<file path="src/bsqr_pkg.sv">
// Shared constants and controller/datapath interface types for the bisection square root unit.
`default_nettype none
package bsqr_pkg;

  // Q16.16 data width and the exact Q32.32 square width
  localparam int DATA_W = 32;
  localparam int SQ_W   = 64;
  localparam int FRAC_W = 16;

  // Iteration count field holds 0..127
  localparam int ITER_W = 7;

  localparam int MAX_ITERATIONS_DEF = 48;

  // 1.0 in Q16.16 and the tolerance reset value (about 0.1)
  localparam logic [DATA_W-1:0] ONE_Q16   = 32'h0001_0000;
  localparam logic [DATA_W-1:0] TOL_RESET = 32'd6554;

  // Configuration register map
  localparam int CFG_ADDR_W = 3;
  localparam logic REG_TOLERANCE = 1'b0;

  // Controller to datapath commands
  typedef struct packed {
    logic load;     // take a new item and set up the interval
    logic square;   // square the current midpoint
    logic iterate;  // move one bound and take the new midpoint
    logic capture;  // copy the finished result to the output registers
  } bsqr_cmd_t;

  // Datapath to controller status
  typedef struct packed {
    logic stop;     // search ends at the current midpoint
  } bsqr_sts_t;

endpackage
`default_nettype wire

</file>
<file path="src/bsqr_datapath.sv">
// Datapath: interval bounds, shared squarer, error compare and result registers.
`default_nettype none
module bsqr_datapath #(
  parameter int MAX_ITERATIONS = bsqr_pkg::MAX_ITERATIONS_DEF
) (
  input  wire logic                               clk,
  input  wire logic                               rst,
  input  wire bsqr_pkg::bsqr_cmd_t                cmd,
  output bsqr_pkg::bsqr_sts_t                     sts,
  input  wire logic [bsqr_pkg::DATA_W-1:0]        value,
  input  wire logic [bsqr_pkg::DATA_W-1:0]        tolerance,
  output logic      [bsqr_pkg::DATA_W-1:0]        root,
  output logic      [bsqr_pkg::ITER_W-1:0]        iterations,
  output logic                                    converged
);

  localparam logic [bsqr_pkg::ITER_W-1:0] ITER_CAP = bsqr_pkg::ITER_W'(MAX_ITERATIONS);

  logic [bsqr_pkg::DATA_W-1:0] v;
  logic [bsqr_pkg::DATA_W-1:0] lo;
  logic [bsqr_pkg::DATA_W-1:0] hi;
  logic [bsqr_pkg::DATA_W-1:0] x;
  logic [bsqr_pkg::SQ_W-1:0]   sq;
  logic [bsqr_pkg::ITER_W-1:0] steps;
  logic                        special;

  logic [bsqr_pkg::SQ_W-1:0]   target;
  logic [bsqr_pkg::SQ_W-1:0]   tol_wide;
  logic [bsqr_pkg::SQ_W-1:0]   err;
  logic                        below;
  logic                        in_tol;
  logic [bsqr_pkg::DATA_W:0]   sum_up;
  logic [bsqr_pkg::DATA_W:0]   sum_dn;
  logic [bsqr_pkg::DATA_W-1:0] hi_load;

  // Compare the square with v, both in Q32.32
  assign target   = {16'd0, v, {bsqr_pkg::FRAC_W{1'b0}}};
  assign tol_wide = {16'd0, tolerance, {bsqr_pkg::FRAC_W{1'b0}}};
  assign below    = sq < target;
  assign err      = below ? (target - sq) : (sq - target);
  assign in_tol   = err <= tol_wide;

  // Candidate midpoints for either bound move
  assign sum_up = {1'b0, x} + {1'b0, hi};
  assign sum_dn = {1'b0, lo} + {1'b0, x};

  assign hi_load = (value >= bsqr_pkg::ONE_Q16) ? value : bsqr_pkg::ONE_Q16;

  assign sts.stop = special || in_tol || (steps == ITER_CAP);

  // Interval registers and step count
  always_ff @(posedge clk) begin
    if (rst) begin
      lo      <= '0;
      hi      <= '0;
      x       <= '0;
      steps   <= '0;
      special <= 1'b0;
    end else if (cmd.load) begin
      v       <= value;
      lo      <= '0;
      hi      <= hi_load;
      x       <= (value == '0 || value == bsqr_pkg::ONE_Q16) ? value : (hi_load >> 1);
      steps   <= '0;
      special <= (value == '0) || (value == bsqr_pkg::ONE_Q16);
    end else if (cmd.iterate) begin
      if (below) begin
        lo <= x;
        x  <= sum_up[bsqr_pkg::DATA_W:1];
      end else begin
        hi <= x;
        x  <= sum_dn[bsqr_pkg::DATA_W:1];
      end
      steps <= steps + 1'b1;
    end
  end

  // Square the midpoint, one multiply per step
  always_ff @(posedge clk) begin
    if (cmd.square) begin
      sq <= {32'd0, x} * {32'd0, x};
    end
  end

  // Hold the finished result for the output side
  always_ff @(posedge clk) begin
    if (cmd.capture) begin
      root       <= x;
      iterations <= steps;
      converged  <= special || in_tol;
    end
  end

  a_steps_capped : assert property (@(posedge clk) disable iff (rst)
    steps <= ITER_CAP)
    else $error("step count passed the cap");

  a_mid_in_interval : assert property (@(posedge clk) disable iff (rst)
    (lo <= x) && (x <= hi))
    else $error("midpoint left the interval");

  a_step_counts : assert property (@(posedge clk) disable iff (rst)
    cmd.iterate |=> steps == $past(steps) + 1'b1)
    else $error("iterate did not advance the step count");

endmodule
`default_nettype wire

</file>
<file path="src/bsqr_controller.sv">
// Controller: sequences load, square and compare steps and owns the item handshakes.
`default_nettype none
module bsqr_controller (
  input  wire logic                clk,
  input  wire logic                rst,
  input  wire logic                in_valid,
  output logic                     in_stall,
  output logic                     out_valid,
  input  wire logic                out_stall,
  output bsqr_pkg::bsqr_cmd_t      cmd,
  input  wire bsqr_pkg::bsqr_sts_t sts
);

  localparam logic [1:0] S_IDLE = 2'd0;
  localparam logic [1:0] S_MUL  = 2'd1;
  localparam logic [1:0] S_CMP  = 2'd2;

  logic [1:0] state;
  logic [1:0] state_next;
  logic       out_free;

  assign out_free = !out_valid || !out_stall;
  assign in_stall = (state != S_IDLE);

  // Next state and commands
  always_comb begin
    state_next = state;
    cmd        = '0;
    case (state)
      S_IDLE: begin
        if (in_valid) begin
          cmd.load   = 1'b1;
          state_next = S_MUL;
        end
      end
      S_MUL: begin
        cmd.square = 1'b1;
        state_next = S_CMP;
      end
      S_CMP: begin
        if (sts.stop) begin
          if (out_free) begin
            cmd.capture = 1'b1;
            state_next  = S_IDLE;
          end
        end else begin
          cmd.iterate = 1'b1;
          state_next  = S_MUL;
        end
      end
      default: state_next = S_IDLE;
    endcase
  end

  always_ff @(posedge clk) begin
    if (rst) begin
      state <= S_IDLE;
    end else begin
      state <= state_next;
    end
  end

  // Output valid: set on capture, drop when taken
  always_ff @(posedge clk) begin
    if (rst) begin
      out_valid <= 1'b0;
    end else if (cmd.capture) begin
      out_valid <= 1'b1;
    end else if (!out_stall) begin
      out_valid <= 1'b0;
    end
  end

  a_capture_free : assert property (@(posedge clk) disable iff (rst)
    cmd.capture |-> out_free)
    else $error("result captured over a waiting item");

  a_capture_shows : assert property (@(posedge clk) disable iff (rst)
    cmd.capture |=> out_valid && state == S_IDLE)
    else $error("captured result not presented");

  a_single_cmd : assert property (@(posedge clk) disable iff (rst)
    $onehot0({cmd.load, cmd.square, cmd.iterate, cmd.capture}))
    else $error("more than one datapath command");

endmodule
`default_nettype wire

</file>
<file path="src/bisection_square_root_unit.sv">
// Top level of the bisection square root unit: configuration port, controller and datapath.
//
// Takes one unsigned Q16.16 value at a time and returns its square root by halving the
// interval [0, max(1, v)] until the midpoint's square lies within the tolerance register of
// v or MAX_ITERATIONS halving steps are taken. Each step squares the midpoint on the shared
// 32x32 multiplier in the S_MUL state, then does the exact Q32.32 error compare that moves
// a bound in the S_CMP state. Values 0 and 1.0 take no halving steps. The next item is
// taken once the current one has been moved to the output register.
`default_nettype none
module bisection_square_root_unit #(
  parameter int MAX_ITERATIONS = bsqr_pkg::MAX_ITERATIONS_DEF
) (
  input  wire logic                                clk,
  input  wire logic                                rst,
  // configuration port
  input  wire logic                                psel,
  input  wire logic                                penable,
  input  wire logic                                pwrite,
  input  wire logic [bsqr_pkg::CFG_ADDR_W-1:0]     paddr,
  input  wire logic [31:0]                         pwdata,
  output logic      [31:0]                         prdata,
  output logic                                     pready,
  // input items
  input  wire logic                                in_valid,
  output logic                                     in_stall,
  input  wire logic [bsqr_pkg::DATA_W-1:0]         value,
  // result items
  output logic                                     out_valid,
  input  wire logic                                out_stall,
  output logic      [bsqr_pkg::DATA_W-1:0]         root,
  output logic      [bsqr_pkg::ITER_W-1:0]         iterations,
  output logic                                     converged
);

  logic [bsqr_pkg::DATA_W-1:0] tolerance;
  bsqr_pkg::bsqr_cmd_t         cmd;
  bsqr_pkg::bsqr_sts_t         sts;

  assign pready = 1'b1;

  // Tolerance register write
  always_ff @(posedge clk) begin
    if (rst) begin
      tolerance <= bsqr_pkg::TOL_RESET;
    end else if (psel && penable && pwrite && paddr[2] == bsqr_pkg::REG_TOLERANCE) begin
      tolerance <= pwdata;
    end
  end

  // Register read back
  assign prdata = (paddr[2] == bsqr_pkg::REG_TOLERANCE) ? tolerance : '0;

  bsqr_controller u_ctrl (
    .clk       (clk),
    .rst       (rst),
    .in_valid  (in_valid),
    .in_stall  (in_stall),
    .out_valid (out_valid),
    .out_stall (out_stall),
    .cmd       (cmd),
    .sts       (sts)
  );

  bsqr_datapath #(
    .MAX_ITERATIONS (MAX_ITERATIONS)
  ) u_dp (
    .clk        (clk),
    .rst        (rst),
    .cmd        (cmd),
    .sts        (sts),
    .value      (value),
    .tolerance  (tolerance),
    .root       (root),
    .iterations (iterations),
    .converged  (converged)
  );

endmodule
`default_nettype wire
</file>
<file path="config.mk">
export PLATFORM = sky130hd
export DESIGN_NAME = bisection_square_root_unit
export DESIGN_NICKNAME = d
export VERILOG_FILES = /design/src/bsqr_pkg.sv /design/src/bsqr_datapath.sv /design/src/bsqr_controller.sv /design/src/bisection_square_root_unit.sv
export SDC_FILE = /design/constraint.sdc
export NUM_CORES = 2
export LEC_CHECK = 0
export ABC_AREA = 1
export BUFFER_PORTS_ARGS = -buffer_cell sky130_fd_sc_hd__buf_2
export CORE_UTILIZATION = 30
export CTS_CLUSTER_DIAMETER = 120
export DETAILED_ROUTE_END_ITERATION = 6
export PLACE_DENSITY = 0.5
export SETUP_SLACK_MARGIN = 0.4
export SLEW_MARGIN = 20
export SYNTH_ARGS = -nofsm -noshare
export SYNTH_HDL_FRONTEND = slang
export SYNTH_SLANG_ARGS = --single-unit
</file>
<file path="constraint.sdc">
create_clock -name clk -period 12.7 [get_ports clk]
set_clock_uncertainty 0.2 [all_clocks]
set_input_delay 2.54 -clock clk [delete_from_list [all_inputs] [get_ports clk]]
set_output_delay 2.54 -clock clk [all_outputs]
set_load 0.01 [all_outputs]
</file>
==> qor.csv <==
metric,value,unit
layout.nets,7815,
cts.sinks,274,
routedWlPerCell,18.42,µm
synth_warnings,0,
utilization,32.97,%
worstPathArrival,9350,ps
start_util,30.36,%
synth_flop_cell,dfxtp_1,
peakVddDrop,0.1235,mV
hold_viol_final,0,
worstRegToRegCells,30,
r2r-end,u_dp.sq[60]$_DFFE_PN_,
dieArea,0.1669,mm²
ios,149,
synth_seq_area_share,13.79,%
clk_latency,620,ps
finalCriticalPeriod,9123,ps
cts_tree,yes,
cp-startpoint,u_dp.x[13]$_SDFFE_PP0P_,
gr-total-overflow,0,
portBuffers,145,
max_freq,0.1096,GHz
die_x,408.5,µm
fin_crit_sh,71.83,%
synth_cells,6497,
worstMarginPinSlew,1106,ps
placementRows,148,
rsz0062_at_grt,false,
start_kind,register,
crit_fanout,30,
drtAntennaViolNets,0,
required,12920,ps
grt_max_degree,88,
cap_viol_max_count,0,
syn-cell-area,0.04958,mm²
critPathMaxStageDelay,610,ps
regArea,0.006873,mm²
grt_pass1_vias,42846,
post-dp-hpwl,129.6,mm
multi_input_area,0.03532,mm²
avgSynthCellArea,7.632,µm²
r2r_start,u_dp.x[13]$_SDFFE_PP0P_,
status,"finished, violations left",
critPathCapture,u_dp.sq[60]$_DFFE_PN_,
syn_nets,7791,
gr-usage-all-layers,19.41,%
cts_setup_buffers,0,
layout-drive-gt1-share,5.314,%
synth_cell_types,57,
finalNonFillerCells,8726,
post-place-cells,8656,
cts_root_buf,clkbuf_16,
antenna_found_initial,7,
ctsHoldBuffers,0,
slowest_stage,nor4_1,
cts_buffer_depth,3,
viasPerCell,4.623,
hold_class,reg2reg,
cellLeakagePower,30.14,nW
setup_viol,0,
cts_resized,0,
end_kind,register,
grt_pass1_wl,249.6,mm
ys_seq_elements,274,
dr.pass1.iters,7,
die_height,408.5,µm
slew_headroom,26.26,%
routed_wl,160.7,mm
critPathKind,reg2reg,
layout.filler_cells,17560,
path_clk_slew,70,ps
synth_edf_count,135,
async_flop_share,0,%
gp_congestion,0.9698,
drtIter0Drc,2386,
hold_slack,275.7,ps
drc_errors,5,
rrSetupSlack,3580,ps
htree_levels,2,
num_vias,40341,
violations,design-rule violations,
core,0.1633,mm²
timing.final.max_slew_violations,0,
tns,0,ps
power_density,146.7,mW/mm²
cts_buffers,38,
syn_to_final_growth,8.618,%
==> power breakdown <==
part	switching (mW)	internal [mW]	total (mW)	leakage, nW
registers	0.107	1.15	1.25	2.41
clock network	0.472	0.688	1.16	0.643
logic	3.63	1.85	5.49	27.1
total	4.21	3.68	7.90	30.1
==> final cells by class <==
| cell class | count | area share [%] |
|---|---|---|
| multi-input cells | 4272 | 65.59 |
| flip-flops and latches | 274 | 12.76 |
| inverters | 1743 | 12.15 |
| well taps | 2175 | 5.053 |
| repair buffers | 192 | 2.003 |
| clock buffers | 46 | 1.917 |
| clock inverters | 22 | 0.5158 |
| diodes | 2 | 0.009293 |
==> per-stage QoR <==
step           total power, mW  setup slack, ps  instance area, µm²
5_1_grt                  8.682             3232               53860
3_3_place_gp             6.735             3644               52540
3_5_place_dp             6.762             3662               52540
2_1_floorplan            4.948             5023               49580
6_report                 7.898             3577               53860
4_1_cts                  7.971             3644               53850
==> cell families (layout without fill, tap and decap cells) <==
kind of cell	after synthesis	count (layout)	share of synthesized area (%)
AO/OA/AOI/OAI	699	699	7.863
XOR/XNOR	150	150	2.650
adder cells (fa/ha/maj)	1220	1220	42.81
buffers and inverters	1951	2003	15.02
flip-flops	274	274	13.79
multiplexers	3	3	0.06057
other	1	3	0.007563
AND/OR/NAND/NOR	2199	2199	17.80
==> worst max-delay path, delay by kind of cell (launching register included) <==
family,cells,cell delay (ps)
XOR/XNOR,2,510
AO/OA/AOI/OAI,4,880
flip-flops,1,490
AND/OR/NAND/NOR,7,1840
buffers and inverters,8,900
adder cells (fa/ha/maj),9,4080
==> sequential cells by signal, summed over array words and instances (netlist names), 2 cells and up <==
name,count
u_dp.root,32
u_ctrl.state,2
u_dp.sq,63
tolerance,32
u_dp.lo,32
u_dp.v,32
u_dp.steps,7
u_dp.x,32
u_dp.iterations,7
u_dp.hi,32
==> synthesized netlist by cell type (25+ instances only) <==
| library cell | n | share of area (%) |
|---|---|---|
| nor3_1 | 27 | 0.27 |
| o21ai_1 | 34 | 0.34 |
| a21oi_1 | 284 | 2.9 |
| ha_1 | 426 | 11 |
| xnor2_1 | 59 | 1.0 |
| a31oi_1 | 41 | 0.52 |
| xor2_1 | 91 | 1.6 |
| edfxtp_1 | 135 | 8.2 |
| nand3_1 | 165 | 1.7 |
| o21bai_1 | 25 | 0.38 |
| nand2_1 | 1418 | 11 |
| o21ai_0 | 219 | 2.2 |
| dfxtp_1 | 139 | 5.6 |
| inv_1 | 1736 | 13 |
| fa_1 | 794 | 32 |
| nor2_1 | 498 | 3.8 |
| clkbuf_1 | 170 | 1.3 |
==> how the worst min path moves through the flow <==
stage / startpoint / end / slack [ps] / cells past startpoint
2_1_floorplan: u_dp.x[0]$_SDFFE_PP0P_ / u_dp.root[0]$_DFFE_PP_ / 220 / 0
3_3_place_gp: u_dp.lo[0]$_SDFFE_PP0P_ / u_dp.lo[0]$_SDFFE_PP0P_ / 260 / 2
3_5_place_dp: u_dp.lo[31]$_SDFFE_PP0P_ / u_dp.lo[31]$_SDFFE_PP0P_ / 270 / 2
4_1_cts: u_dp.steps[0]$_SDFFE_PP0P_ / u_dp.iterations[0]$_DFFE_PP_ / 280 / 0
5_1_grt: u_dp.steps[0]$_SDFFE_PP0P_ / u_dp.iterations[0]$_DFFE_PP_ / 300 / 0
6_report: u_dp.steps[0]$_SDFFE_PP0P_ / u_dp.iterations[0]$_DFFE_PP_ / 280 / 0
==> cell usage in the layout (no fill, tap or decap), types with 6 or more instances in the layout <==
| cell | synthesis | final |
|---|---|---|
| nor2_4 | 5 | 7 |
| fa_1 | 794 | 794 |
| inv_2 | 4 | 8 |
| a31o_2 | 8 | 8 |
| nor2_2 | 7 | 8 |
| buf_2 | 11 | 145 |
| nand3_2 | 8 | 8 |
| a21o_1 | 9 | 9 |
| o221ai_1 | 7 | 7 |
| nand2_1 | 1418 | 1415 |
| a21oi_1 | 284 | 284 |
| a211oi_1 | 6 | 6 |
| o21ai_0 | 219 | 219 |
| inv_1 | 1736 | 1733 |
| o21bai_1 | 25 | 25 |
| buf_4 | 5 | 47 |
| dfxtp_1 | 139 | 110 |
| nor4_1 | 16 | 16 |
| clkinv_2 | 1 | 6 |
| o211ai_1 | 16 | 16 |
| o21ai_1 | 34 | 34 |
| nand3b_1 | 7 | 7 |
| nor3_1 | 27 | 27 |
| nand4_1 | 21 | 21 |
| a21boi_0 | 11 | 11 |
| nand3_1 | 165 | 165 |
| edfxtp_1 | 135 | 135 |
| ha_1 | 426 | 426 |
| nand2_2 | 10 | 13 |
| o21a_1 | 14 | 14 |
| dfxtp_2 | 0 | 29 |
| nor2_1 | 498 | 495 |
| xnor2_1 | 59 | 59 |
| xor2_1 | 91 | 91 |
| clkbuf_16 | 0 | 39 |
| a31oi_1 | 41 | 41 |
==> routing by layer <==
layer  share of wire [%]  track usage, %  wire [µm]  vias up
met5               0.013               0         21        -
met4                 3.0           5.663       4772        4
met3                 4.7           2.163       7525      218
met2                  48           33.50      76730      955
met1                  45           25.43      71660    19777
li1                    -               -          -    19387
No activity file was read; power rests on OpenSTA's default activity.
